**src/hdl/fpfir_pkg.sv**
```systemverilog
// Shared constants and types for the fixed-point FIR filter.
`timescale 1ns / 1ps

package fpfir_pkg;

   // Sizing of the filter
   localparam int MAX_TAPS        = 64;
   localparam int SAMPLE_BITS     = 16;
   localparam int COEF_BITS       = 15;
   localparam int OUT_BITS        = 23;
   localparam int COEF_INDEX_BITS = 6;

   localparam int IDX_BITS  = (MAX_TAPS > 1) ? $clog2(MAX_TAPS) : 1;
   localparam int TAP_BITS  = $clog2(MAX_TAPS + 1);
   localparam int PROD_BITS = SAMPLE_BITS + COEF_BITS;
   localparam int ACC_BITS  = PROD_BITS + TAP_BITS;

   // Configuration registers
   localparam int TAPS_CFG_BITS  = 7;
   localparam int SHIFT_CFG_BITS = 5;
   localparam int CSR_DATA_BITS  = 7;
   localparam int CSR_INDEX_BITS = 1;

   localparam logic [CSR_INDEX_BITS-1:0] REG_TAPS_IN_USE  = 1'd0;
   localparam logic [CSR_INDEX_BITS-1:0] REG_RESULT_SHIFT = 1'd1;

   localparam logic [TAPS_CFG_BITS-1:0]  TAPS_RESET  = 7'd49;
   localparam logic [SHIFT_CFG_BITS-1:0] SHIFT_RESET = 5'd13;

   // Request kinds
   localparam logic KIND_SAMPLE = 1'b0;
   localparam logic KIND_COEF   = 1'b1;

   // Controls for one tap cell
   typedef struct packed {
      logic shift;    // take the left neighbor's sample
      logic rotate;   // take the right neighbor's sample and coefficient
      logic coef_we;  // load a new coefficient
   } cell_ctl_type;

   // Controls for the multiply-accumulate unit
   typedef struct packed {
      logic clear;    // start a new sum
      logic tap_en;   // the pair at the head of the ring counts
   } mac_ctl_type;

endpackage

```
**src/hdl/fpfir_mac.sv**
```systemverilog
// Multiply-accumulate unit with floor shift and saturation of the sum.
`timescale 1ns / 1ps

module fpfir_mac (
   input  logic                                        clock,
   input  logic                                        reset,
   input  fpfir_pkg::mac_ctl_type                      ctl,
   input  logic signed [fpfir_pkg::SAMPLE_BITS-1:0]    sample,
   input  logic signed [fpfir_pkg::COEF_BITS-1:0]      coef,
   input  logic        [fpfir_pkg::SHIFT_CFG_BITS-1:0] shift_amount,
   output logic signed [fpfir_pkg::OUT_BITS-1:0]       result
);

   localparam logic signed [fpfir_pkg::ACC_BITS-1:0] SAT_HI =
      fpfir_pkg::ACC_BITS'((2 ** (fpfir_pkg::OUT_BITS - 1)) - 1);
   localparam logic signed [fpfir_pkg::ACC_BITS-1:0] SAT_LO =
      fpfir_pkg::ACC_BITS'(-(2 ** (fpfir_pkg::OUT_BITS - 1)));

   logic signed [fpfir_pkg::PROD_BITS-1:0] prod_ff, prod_in;
   logic                                   prod_en_ff, prod_en_in;
   logic signed [fpfir_pkg::ACC_BITS-1:0]  acc_ff, acc_in;
   logic signed [fpfir_pkg::ACC_BITS-1:0]  shifted;

   // Register the product of the pair at the head of the ring
   always_comb begin
      prod_in    = fpfir_pkg::PROD_BITS'(sample * coef);
      prod_en_in = ctl.tap_en && !ctl.clear;
   end

   // Add the registered product into the sum
   always_comb begin
      if (ctl.clear) begin
         acc_in = '0;
      end else if (prod_en_ff) begin
         acc_in = acc_ff + fpfir_pkg::ACC_BITS'(prod_ff);
      end else begin
         acc_in = acc_ff;
      end
   end

   always_ff @(posedge clock) begin
      if (reset) begin
         prod_en_ff <= 1'b0;
         acc_ff     <= '0;
      end else begin
         prod_en_ff <= prod_en_in;
         acc_ff     <= acc_in;
      end
      prod_ff <= prod_in;
   end

   // Floor shift, then clamp to the output range
   always_comb begin
      shifted = acc_ff >>> shift_amount;
      if (shifted > SAT_HI) begin
         result = fpfir_pkg::OUT_BITS'(SAT_HI);
      end else if (shifted < SAT_LO) begin
         result = fpfir_pkg::OUT_BITS'(SAT_LO);
      end else begin
         result = fpfir_pkg::OUT_BITS'(shifted);
      end
   end

endmodule

```
**config.mk**
```make
export PLATFORM = sky130hd
export DESIGN_NAME = fpfir_mac
export DESIGN_NICKNAME = d
export VERILOG_FILES = /design/src/hdl/fpfir_pkg.sv /design/src/hdl/fpfir_mac.sv
export SDC_FILE = /design/constraint.sdc
export NUM_CORES = 1
export LEC_CHECK = 0
export ABC_AREA = 1
export BUFFER_PORTS_ARGS = -buffer_cell sky130_fd_sc_hd__buf_2
export CORE_MARGIN = 8
export CORE_UTILIZATION = 45
export DETAILED_ROUTE_END_ITERATION = 10
export GPL_TIMING_DRIVEN = 0
export PLACE_DENSITY = 0.63
export SLEW_MARGIN = 10
export SYNTH_ARGS = -nofsm -noshare
export SYNTH_HDL_FRONTEND = slang
export SYNTH_SLANG_ARGS = --single-unit
```
**constraint.sdc**
```tcl
create_clock -name clock -period 7.8 [get_ports clock]
set_clock_uncertainty 0.15 [all_clocks]
set_input_delay 0.39 -clock clock [delete_from_list [all_inputs] [get_ports clock]]
set_output_delay 0.39 -clock clock [all_outputs]
set_load 0.01 [all_outputs]
```
==> implementation parameters <==
Parameter                              Value

Timing
  Min cycle time layout    7.038 ns
  Setup violations, final    0
  Setup repair after global routing missed its margin    no
  Final Hold Violating Endpoints    0
  Final-report max-slew violation count    0
  Period Utilization, post-route    90.23%
  Worst Max-Slew Pin Slew    0.8594 ns
  Maximum clock frequency    0.1421 GHz
  Worst slew margin relative to its limit    42.10%
  Setup_tns    0 ns

Placement
  Port Buffer Count    46
  Post-DP HPWL    41,110 µm
  Placer's final routability congestion estimate    0.9554
  Total instance count after detailed placement    2,922

Worst setup path
  Data required time at the worst endpoint    7.88 ns
  Worst setup SP type    input pin
  Critical Path AT    7.12 ns
  Kind of end point of the critical path    register
  Critical Setup Path Class    in2reg
  Minimum setup slack among reg-to-reg paths    4.91 ns
  Maximum fanout along the worst path    10
  Reg2Reg Launch Point    acc_ff[0]
  Logic depth of the worst register-to-register path    15
  FF-to-FF End    acc_ff[30]

Power and ir drop
  Combinational cell fraction of total power    87.9%
  Part of the power in the clock network    4.8%
  Switch share    57.77%
  Sw power    4.913 mW
  Leakage power of the design    10.00 nW
  Internal power component    3.591 mW
  Maximum ir drop on the vdd rail    631.7 µV
  Power per standard cell area    486.6 nW/µm²
  Proportion of power drawn by flip-flops and latches    7.4%

Cells and area
  Count of non-filler cells in the finished layout    2,938
  Number of diodes added for antenna fixing    0
  Post-layout utilization of the core    48.20%
  Final-layout fill cell count    3,800
  Share of cells above drive strength 1    5.749%
  Total Nets Final    2,862
  Area Growth Syn to Fin    6.748%

GRT
  Busiest layer in global routing    met2
  Pin count of the biggest net entering global routing    16
  Met2 usage in global routing    38.10%
  First-pass GRT wire length    78,270 µm
  Antenna violations before repair    0
  M1 GR Usage    32.46%
  Vias in the first global route    15,260
  GR Layer Usage met3    2.450%
  Global-route usage over all layers    23.20%
  Total overflow reported by the global router    0

Clock network
  CTS buffer count    9
  Clock Root Buffer    clkbuf_16
  Post-CTS setup buffer count    0
  Maximum buffer depth of the clock tree    2
  Clock insertion delay at the later pin of the skew report    0.36 ns
  Reg clk slew, reported paths    0.06 ns
  Clock tree from TritonCTS    yes
  Post_cts resized    0
  Hold buffers post-CTS    0
  Level count of the clock H-tree    3
  Clock sink count    70

Floorplanning
  Core region area    36,260 µm²
  Number of ports placed on the die boundary    63
  X dimension of the die    206.8 µm
  Cell Rows    70
  Die height    206.8 µm
  Area enclosed by the die boundary    42,750 µm²
  Initial core utilization    45.16%

Detailed routing
  Antenna violation net count after detailed routing    0
  First-pass DRT Iterations    5
  Post-detailed-route DRC marker count    0
  Total wirelength of the detailed-routed design    47,140 µm
  Total via count in the routed design    15,100
  Wire length per cell after detailed routing    16.04 µm
  Number of DRC violations after detailed-routing iteration 0    1,183
  Via density per instance    5.139

Yosys
  Synthesized flop and latch total    70
  Leading post-synthesis cells by cell area    fa_1 29%, nand2_1 15%, inv_1 12%
  Post-synthesis async set-or-reset flop share    0%
  Sequential area share after synthesis    8.559%
  Mean area per synthesized cell    6.800 µm²
  Area leader, netlist    fa_1
  Number of enable flip-flop cells after synthesis    0
  Library cells used by synthesis    42
  Commonest register cell after synthesis    dfxtp_1
  Synthesized netlist cell count    2,408
  Syn nets    2,805
  Yosys warning count    0
  Post-synth top area share    28.86%
  Netlist Area Pre-Place    16,370 µm²

Min path
  HP Start    ctl[0]
  Path category of the worst min-delay check    in2reg
  Hold Path Sink    prod_en_ff
  Hold Crit Depth    3

Flow run
  Number of max-capacitance violations reported    0

Outcome
  Result of the run    completed
## Yosys cell counts, types with 2 or more instances
| cell | number |
|---|---|
| nand3_2 | 16 |
| a21o_1 | 2 |
| o21bai_1 | 12 |
| inv_2 | 2 |
| o211ai_1 | 6 |
| o22ai_1 | 4 |
| buf_6 | 10 |
| buf_1 | 4 |
| buf_2 | 12 |
| nand3_1 | 123 |
| nand4_1 | 16 |
| inv_1 | 538 |
| dfxtp_1 | 70 |
| nor3_1 | 11 |
| a21oi_1 | 117 |
| mux2i_1 | 10 |
| o31ai_1 | 2 |
| a31o_2 | 2 |
| o221ai_1 | 4 |
| nand2_2 | 22 |
| clkbuf_1 | 64 |
| o21ai_0 | 113 |
| fa_1 | 236 |
| nand2_4 | 2 |
| nand2_1 | 649 |
| a22oi_1 | 3 |
| xnor2_1 | 17 |
| ha_1 | 121 |
| and2_1 | 2 |
| nor2_1 | 153 |
| o21a_1 | 2 |
| xor2_1 | 34 |
| nor4_1 | 4 |
| buf_4 | 6 |
| or2_2 | 7 |
| o21ai_1 | 6 |
## kinds of logic (layout without fill, tap and decap cells)
family / after synthesis / after routing / synth area share, %
multiplexers: 10 / 10 / 0.6114
XOR/XNOR: 51 / 51 / 2.728
flip-flops: 70 / 70 / 8.559
AO/OA/AOI/OAI: 276 / 276 / 9.071
adder cells (fa/ha/maj): 357 / 357 / 38.10
AND/OR/NAND/NOR: 1007 / 1007 / 25.64
buffers and inverters: 637 / 699 / 15.29
## area by class of cell
type | count | area, µm² | share of cell area, %
Multi-Input combinational cell | 1701 | 12470 | 71.34
Buffer | 96 | 473.0 | 2.706
Tap cell | 468 | 585.6 | 3.350
Timing Repair Buffer | 46 | 230.2 | 1.317
Clock buffer | 9 | 225.2 | 1.289
Inverter | 541 | 2031 | 11.62
Clock inverter | 7 | 63.81 | 0.3651
Sequential cell | 70 | 1401 | 8.018
## power groups by stage
stage | logic, mW | registers (mW) | clock network, mW
after CTS | 7.54 | 0.627 | 0.414
after global placement | 7.41 | 0.637 | 0
final | 7.47 | 0.627 | 0.406
after floorplan | 5.69 | 0.593 | 0
after global routing | 8.60 | 0.632 | 0.430
after detailed placement | 7.49 | 0.634 | 0
## cell usage in the layout (no fill, tap or decap), drive strengths merged
cell | synthesis | final
a211oi | 1 | 1
a21boi | 1 | 1
a21o | 2 | 2
a21oi | 118 | 118
a22oi | 3 | 3
a31o | 2 | 2
and2 | 2 | 2
buf | 32 | 78
clkbuf | 64 | 73
clkinv | 1 | 2
clkinvlp | 0 | 2
dfxtp | 70 | 70
fa | 236 | 236
ha | 121 | 121
inv | 540 | 544
mux2i | 10 | 10
nand2 | 673 | 673
nand3 | 139 | 139
nand3b | 1 | 1
nand4 | 16 | 16
nor2 | 153 | 153
nor3 | 11 | 11
nor3b | 1 | 1
nor4 | 4 | 4
o211ai | 6 | 6
o21a | 2 | 2
o21ai | 119 | 119
o21bai | 12 | 12
o221ai | 4 | 4
o22ai | 4 | 4
o31ai | 2 | 2
or2 | 7 | 7
xnor2 | 17 | 17
xor2 | 34 | 34
## worst max-delay path: stages
cell and delay (ns):
clkbuf_1 0.43, clkbuf_1 0.51, nand2_1 0.16, fa_1 0.56, inv_1 0.05, fa_1 0.52
inv_1 0.05, fa_1 0.47, inv_1 0.05, fa_1 0.50, fa_1 0.54, inv_1 0.05
fa_1 0.53, inv_1 0.04, ha_1 0.35, nand2_1 0.14, nor2_1 0.39, nand4_1 0.13
o21ai_0 0.71, a21oi_1 0.17, xnor2_1 0.36
## how the worst max path moves through the flow
stage / startpoint / end / slack (ns)
detailed placement: coef[6] / prod_ff[30] / 0.52
floorplan: coef[2] / prod_ff[30] / 1.98
global placement: coef[6] / prod_ff[30] / 0.54
finish: coef[6] / prod_ff[30] / 0.76
global route: coef[2] / prod_ff[30] / 0.49
CTS: coef[6] / prod_ff[30] / 0.88
## stage by stage
stage	hold WS [ns]	setup WS, ns	area, µm²	power, mW
after floorplan	0.3081	1.976	16370	6.282
after global placement	0.3395	0.5356	17190	8.046
after detailed placement	0.3391	0.5216	17190	8.121
after CTS	0.09864	0.8818	17480	8.581
after global routing	0.1291	0.4910	17480	9.660
final	0.1055	0.7621	17480	8.504
## per-layer routing
| layer | wire [µm] | share of wire (%) | vias up |
|---|---|---|---|
| li1 | - | - | 7378 |
| met1 | 21620 | 46 | 7177 |
| met2 | 21410 | 45 | 472 |
| met3 | 2972 | 6.3 | 71 |
| met4 | 1133 | 2.4 | 0 |
| met5 | 0 | 0 | - |
## flip-flops by register name, indices dropped and copies added, names as in the netlist
register and flops:
acc_ff 38, prod_en_ff 1, prod_ff 31
Power figures use the tool's default switching activity.
