===== src/hdl/fpfir_pkg.sv =====
// Shared constants and types for the fixed-point FIR filter.
`timescale 1ns / 1ps

package fpfir_pkg;

   // Sizing of the filter
   localparam int MAX_TAPS        = 64;
   localparam int SAMPLE_BITS     = 16;
   localparam int COEF_BITS       = 15;
   localparam int OUT_BITS        = 23;
   localparam int COEF_INDEX_BITS = 6;

   localparam int IDX_BITS  = (MAX_TAPS > 1) ? $clog2(MAX_TAPS) : 1;
   localparam int TAP_BITS  = $clog2(MAX_TAPS + 1);
   localparam int PROD_BITS = SAMPLE_BITS + COEF_BITS;
   localparam int ACC_BITS  = PROD_BITS + TAP_BITS;

   // Configuration registers
   localparam int TAPS_CFG_BITS  = 7;
   localparam int SHIFT_CFG_BITS = 5;
   localparam int CSR_DATA_BITS  = 7;
   localparam int CSR_INDEX_BITS = 1;

   localparam logic [CSR_INDEX_BITS-1:0] REG_TAPS_IN_USE  = 1'd0;
   localparam logic [CSR_INDEX_BITS-1:0] REG_RESULT_SHIFT = 1'd1;

   localparam logic [TAPS_CFG_BITS-1:0]  TAPS_RESET  = 7'd49;
   localparam logic [SHIFT_CFG_BITS-1:0] SHIFT_RESET = 5'd13;

   // Request kinds
   localparam logic KIND_SAMPLE = 1'b0;
   localparam logic KIND_COEF   = 1'b1;

   // Controls for one tap cell
   typedef struct packed {
      logic shift;    // take the left neighbor's sample
      logic rotate;   // take the right neighbor's sample and coefficient
      logic coef_we;  // load a new coefficient
   } cell_ctl_type;

   // Controls for the multiply-accumulate unit
   typedef struct packed {
      logic clear;    // start a new sum
      logic tap_en;   // the pair at the head of the ring counts
   } mac_ctl_type;

endpackage


===== src/hdl/fpfir_tap_cell.sv =====
// One tap cell: holds one history sample and one coefficient.
`timescale 1ns / 1ps

module fpfir_tap_cell (
   input  logic                                     clock,
   input  logic                                     reset,
   input  fpfir_pkg::cell_ctl_type                  ctl,
   input  logic signed [fpfir_pkg::SAMPLE_BITS-1:0] left_sample,
   input  logic signed [fpfir_pkg::SAMPLE_BITS-1:0] right_sample,
   input  logic signed [fpfir_pkg::COEF_BITS-1:0]   right_coef,
   input  logic signed [fpfir_pkg::COEF_BITS-1:0]   new_coef,
   output logic signed [fpfir_pkg::SAMPLE_BITS-1:0] sample_out,
   output logic signed [fpfir_pkg::COEF_BITS-1:0]   coef_out
);

   logic signed [fpfir_pkg::SAMPLE_BITS-1:0] sample_ff, sample_in;
   logic signed [fpfir_pkg::COEF_BITS-1:0]   coef_ff, coef_in;

   // Shift on a new sample, rotate during the sum, or load a coefficient
   always_comb begin
      sample_in = sample_ff;
      coef_in   = coef_ff;
      priority if (ctl.shift) begin
         sample_in = left_sample;
      end else if (ctl.rotate) begin
         sample_in = right_sample;
         coef_in   = right_coef;
      end else if (ctl.coef_we) begin
         coef_in = new_coef;
      end else begin
         // hold both values
         sample_in = sample_ff;
         coef_in   = coef_ff;
      end
   end

   always_ff @(posedge clock) begin
      if (reset) begin
         sample_ff <= '0;
         coef_ff   <= '0;
      end else begin
         sample_ff <= sample_in;
         coef_ff   <= coef_in;
      end
   end

   assign sample_out = sample_ff;
   assign coef_out   = coef_ff;

endmodule


===== config.mk =====
export PLATFORM = sky130hd
export DESIGN_NAME = fpfir_tap_cell
export DESIGN_NICKNAME = d
export VERILOG_FILES = /design/src/hdl/fpfir_pkg.sv /design/src/hdl/fpfir_tap_cell.sv
export SDC_FILE = /design/constraint.sdc
export NUM_CORES = 1
export LEC_CHECK = 0
export BUFFER_PORTS_ARGS = -buffer_cell sky130_fd_sc_hd__buf_2
export CORE_AREA = 2 2 65 67
export DETAILED_ROUTE_END_ITERATION = 7
export DIE_AREA = 0 0 67 69
export PLACE_DENSITY = 0.75
export SLEW_MARGIN = 20
export SYNTH_ARGS = -nofsm -noshare
export SYNTH_HDL_FRONTEND = slang
export SYNTH_SLANG_ARGS = --single-unit

===== constraint.sdc =====
create_clock -name clock -period 1.1 [get_ports clock]
set_input_delay 0.055 -clock clock [delete_from_list [all_inputs] [get_ports clock]]
set_output_delay 0.055 -clock clock [all_outputs]
set_load 0.02 [all_outputs]

==> out/results.tsv, run 1 <==
stage	metric	value	unit
outcome	outcome	finished clean	
routing	vias_per_cell	4.69	
die	die_h	69	um
worst_setup_path	arrival	0.81	ns
power	peakVddDrop	0.000650	V
worst_hold_path	hp-start	left_sample[11]	
routing	drt-initial-drc-count	41	
sta	fmax	1.16	GHz
layout	multi_input_area	861	um^2
synth	yosysTopAreaCellShare	39.3	%
layout	final_cell_mix	97 x buf_2, 31 x mux2i_1, 31 x dfxtp_1	
run	maxCapViolCount	0	
die	initial_utilization	40.3	%
routing	drc	0	
placement	dpl-instance-area	0.00210	mm^2
sta	setup_violations	0	
sta	period_share	78.6	%
synth	ys_seq_area_share	39.3	%
layout	antenna_cells	0	
grt	antenna_found_initial	0	
die	dieWidth	67	um
cts	cts_setup_buffers	0	
grt	track_usage	15.7	%
cts	cts-buffers-inserted	5	
grt	grt_pass1_vias	1348	
synth	ys_warn_count	0	
power	p_seq_share	43.8	%
worst_setup_path	crit_path_end_kind	output pin	
sta	setup_tns	0	ns
worst_setup_path	path_max_fanout	2	
routing	wire_per_inst	11.1	um
synth	yosysTopAreaCell	dfxtp_1	
synth	synth_nets	221	
synth	synth_cell_types	12	
die	num_rows	23	
worst_setup_path	rr_startpoint	sample_out[3]	
sta	post-route-min-period	0.865	ns
synth	synth.area.top_cells	dfxtp_1 39%, mux2i_1 20%, a211oi_2 12%	
sta	relSlewSlack	74.7	%
power	internal_power	2.09	mW
sta	hold_viol_final	0	
grt	grt-ovfl-total	0	
placement	hpwl	2.57	mm
synth	syn_inst	154	
die	dieArea	0.00462	mm^2
cts	cts-resized-gates	0	
worst_setup_path	worst-setup-path-type	reg2out	
sta	rsz0062_at_grt	false	
cts	htree_levels	2	
placement	finalWeightedCongestion	0.643	
worst_hold_path	hold_class	in2reg	
worst_setup_path	crit_chain	buf_2	
worst_setup_path	crit_path_start_kind	register	
placement	port_buffers	97	
routing	num_vias	1413	
cts	clkSinkCount	31	
grt	grt_pass1_wl	5.67	mm
power	p_comb_share	22.6	%
power	power_switching	0.772	mW
layout	final-seq-area	621	um^2
synth	synth_area_per_cell	10.3	um^2
worst_setup_path	crit_required	1.04	ns
synth	netlist_area	0.00158	mm^2
worst_setup_path	startpoint	coef_out[12]	
layout	syn2layout_area_growth	39.6	%
routing	drtAntennaViolNets	0	
worst_setup_path	slowest_delay	0.36	ns
power	leakage	1.13	nW
cts	clock_latency	0.27	ns
die	core	0.00391	mm^2
routing	firstDrtPassIters	4	
sta	finClkSkew	0	ns
layout	num-fill-cells	380	
cts	clk_path_buf_depth	2	
layout	layout_commonest_cell	buf_2	
worst_setup_path	cp_top_family	flip-flops	
synth	ys_seq_elements	31	
worst_setup_path	crit_buf_inv	1	
power	switching_share	27.0	%
cts	cts_hold_buf	0	
routing	wl	3.34	mm
cts	clk_pin_slew	0.06	ns
layout	drive_gt1_share	55.8	%
layout	layout.nets	317	
grt	grt_max_degree	33	
sta	tightest_slew	0.380	ns
cts	root_buffer	clkbuf_8	
worst_setup_path	cp_slowest_cell	dfxtp_1	
die	ios	98	
cts	cts_tree	built	
power	power_density	1300	mW/mm^2
sta	drv_slew	0	
power	power.share.clock	33.5	%
layout	final_area	0.00220	mm^2
cell usage after synthesis:
| master | count |
|---|---|
| dfxtp_1 | 31 |
| mux2i_1 | 31 |
| nand2_1 | 16 |
| o21ai_0 | 16 |
| a211oi_2 | 15 |
| nor2_2 | 15 |
| and2b_1 | 10 |
| buf_6 | 6 |
| clkbuf_1 | 6 |
| nor2b_1 | 6 |
| buf_4 | 1 |
| o21ba_4 | 1 |
sequential cells by signal, summed over array words and instances (netlist names):
register	flops
sample_out	16
coef_out	15
kinds of logic after synthesis:
logic type / synth area share (%)
AND/OR/NAND/NOR: 16.9
buffers and inverters: 6.18
AO/OA/AOI/OAI: 18.0
flip-flops: 39.3
multiplexers: 19.7
worst reg2reg max path, cell delays in order, from the launching register on:
cell,delay [ns]
dfxtp_1,0.32
mux2i_1,0.11
o21ai_0,0.08
and2b_1,0.16
metrics by stage:
stage | setup WS, ns | std cells | power (mW) | utilization [%] | hold slack [ns]
finish | 0.235 | 301 | 2.86 | 56.3 | 0.0858
global route | 0.186 | 301 | 3.03 | 56.3 | 0.0852
CTS | 0.224 | 301 | 2.91 | 56.3 | 0.0732
detailed placement | 0.139 | 293 | 1.93 | 53.8 | 0.370
global placement | 0.186 | 293 | 1.92 | 53.8 | 0.359
floorplan | 0.261 | 154 | 1.70 | - | 0.127
path summary, 6_finish.rpt:
path                            cells past startpoint        endpoint  slack, ns
worst max-delay path                                1    coef_out[12]       0.23
worst min-delay path                                4  sample_out[11]       0.09
worst max register to register                      3   sample_out[3]       0.32
worst min register to register                      2     coef_out[7]       0.51
power groups by stage:
stage / clock network (mW) / registers, mW / logic (mW)
global route: 1.06 / 1.26 / 0.712
CTS: 1.00 / 1.25 / 0.658
finish: 0.958 / 1.25 / 0.647
floorplan: 0 / 1.38 / 0.319
global placement: 0 / 1.28 / 0.645
detailed placement: 0 / 1.28 / 0.658
routing by layer:
layer | routed length (um) | vias up | track usage, %
li1 | - | 720 | -
met1 | 1400 | 622 | 17.8
met2 | 1590 | 66 | 25.7
met3 | 292 | 5 | 4.89
met4 | 56 | 0 | 8.16
met5 | 0 | - | 0
cell type report:
cell class | count | area share, %
Clock buffer | 8 | 4.54
Multi-Input combinational cell | 110 | 39.0
Sequential cell | 31 | 28.1
Tap cell | 50 | 2.84
Timing Repair Buffer | 102 | 25.4
No activity file was read; power rests on OpenSTA's default activity.
==> run 2, diff against run 1 <==
- clock period: 1.1 -> 0.9 ns (I/O delays scaled with it)
==> run 2 against run 1 <==
Wire length grew 1.2%. Non-clock buffer count rose by 3. Combinational power increased by 24%. Hold slack lost 0.013 ns. Sequential cell count is the same. Die area unchanged. Clock power increased by 12%. Register-to-register slack worse by 0.21 ns.
==> out/results.tsv, run 2 (same netlist as run 1, synthesis figures left out) <==
stage	metric	value	unit
cts	root_buffer	clkbuf_8	
worst_setup_path	rr_worst_depth	3	
worst_setup_path	crit_path_end_kind	output pin	
layout	syn2layout_area_growth	40.3	%
layout	layout.nets	320	
grt	grt-ovfl-total	0	
worst_setup_path	regToRegEndpoint	sample_out[3]	
routing	top_layer	met4	
layout	largest_register_ffs	16	
routing	wl_met2	1.64	mm
placement	finalWeightedCongestion	0.642	
grt	grt_max_degree	33	
cts	cts_hold_buf	0	
layout	antenna_cells	0	
worst_setup_path	path_max_fanout	2	
worst_setup_path	crit_chain	buf_2	
worst_setup_path	crit_end	coef_out[1]	
worst_setup_path	crit_required	0.85	ns
worst_setup_path	cp_top_family	flip-flops	
worst_setup_path	cp_slowest_cell	dfxtp_1	
worst_setup_path	crit_buf_inv	1	
power	leakage	1.14	nW
cts	cts-buffers-inserted	5	
die	die_h	69	um
routing	wl_met1	1.35	mm
grt	antenna_found_initial	0	
power	p_seq_share	45.0	%
cts	cts_tree	built	
sta	drv_slew	0	
sta	period_share	93.8	%
die	dieWidth	67	um
die	dieArea	0.00462	mm^2
worst_setup_path	startpoint	coef_out[1]	
routing	drt-initial-drc-count	47	
worst_setup_path	r2r_setup_slack	0.11	ns
power	p_comb_share	23.6	%
routing	wire_per_inst	11.1	um
sta	relSlewSlack	82.8	%
worst_setup_path	path_depth	1	
power	power.share.clock	31.4	%
cts	cts_setup_buffers	0	
sta	rsz0062_at_grt	false	
routing	vias_per_cell	4.68	
cts	cts-resized-gates	0	
routing	wl_met3	326	um
sta	setup_violations	0	
placement	placed_cells	296	
worst_setup_path	worst-setup-path-type	reg2out	
cts	clkSinkCount	31	
placement	port_buffers	97	
layout	layout.cells.non_filler	303	
die	ios	98	
sta	fmax	1.19	GHz
placement	hpwl	2.64	mm
run	maxCapViolCount	0	
power	power_switching	0.944	mW
cts	clk_path_buf_depth	2	
sta	post-route-min-period	0.844	ns
layout	final_cell_mix	97 x buf_2, 31 x mux2i_1, 31 x dfxtp_1	
layout	drive_gt1_share	56.5	%
die	num_rows	23	
routing	drtAntennaViolNets	0	
die	initial_utilization	40.3	%
outcome	outcome	finished clean	
power	switching_share	27.7	%
power	power_density	1540	mW/mm^2
routing	num_vias	1418	
die	core	0.00391	mm^2
cts	clock_latency	0.27	ns
routing	firstDrtPassIters	4	
worst_hold_path	hold_class	in2reg	
sta	finClkSkew	0	ns
cts	htree_levels	2	
worst_setup_path	rr_startpoint	sample_out[3]	
sta	hold_viol_final	0	
worst_setup_path	slowest_delay	0.35	ns
cts	clk_pin_slew	0.06	ns
grt	grt_pass1_wl	5.82	mm
layout	finalCoreUtilization	56.6	%
grt	track_usage	16.2	%
routing	drc	0	
power	internal_power	2.46	mW
sta	tightest_slew	0.257	ns
worst_setup_path	arrival	0.80	ns
layout	layout_commonest_cell	buf_2	
worst_setup_path	crit_path_start_kind	register	
routing	wl	3.38	mm
power	peakVddDrop	0.000892	V
grt	grt_pass1_vias	1343	
[run 2: metal layers]
layer  vias up  track usage [%]
met5         -                0
met4         0             5.44
met3         5             6.36
met2        61             27.4
met1       627             18.2
li1        725                -
[run 2: worst min-delay path by stage]
stage / endpoint / start / depth (start not counted)
2_1_floorplan: sample_out[9] / reset / 1
3_3_place_gp: sample_out[15] / left_sample[15] / 4
4_1_cts: sample_out[13] / left_sample[13] / 4
3_5_place_dp: sample_out[10] / left_sample[10] / 4
6_report: sample_out[12] / left_sample[12] / 4
5_1_grt: sample_out[11] / left_sample[11] / 4
[run 2: layout make-up]
class | count | area [um^2]
repair buffers | 105 | 583
well taps | 50 | 62.6
multi-input cells | 110 | 861
clock inverters | 1 | 5.00
flip-flops and latches | 31 | 621
fillers | 356 | 1700
clock buffers | 6 | 82.6
[run 2: metrics by stage]
| step | setup WS, ns | setup TNS (ns) | total power [mW] | area, um^2 | hold slack, ns |
|---|---|---|---|---|---|
| after floorplan | 0.0706 | 0 | 2.07 | 1580 | 0.117 |
| after global placement | 0.00218 | 0 | 2.36 | 2130 | 0.349 |
| after detailed placement | -0.0637 | -0.586 | 2.38 | 2130 | 0.358 |
| after CTS | 0.0400 | 0 | 3.47 | 2210 | 0.0641 |
| after global routing | 0.0102 | 0 | 3.62 | 2210 | 0.0739 |
| final | 0.0562 | 0 | 3.41 | 2210 | 0.0723 |
[run 2: worst reg2reg max path, stage by stage (launching register included)]
cell     delay [ns]
dfxtp_1        0.32
mux2i_1        0.12
o21ai_0        0.09
and2b_1        0.17
[run 2: power by group through the flow]
stage	Clock [mW]	Sequential (mW)	Combinational, mW
after floorplan	0	1.68	0.390
after global placement	0	1.56	0.801
after detailed placement	0	1.56	0.819
after CTS	1.12	1.53	0.819
after global routing	1.19	1.54	0.887
final	1.07	1.53	0.803
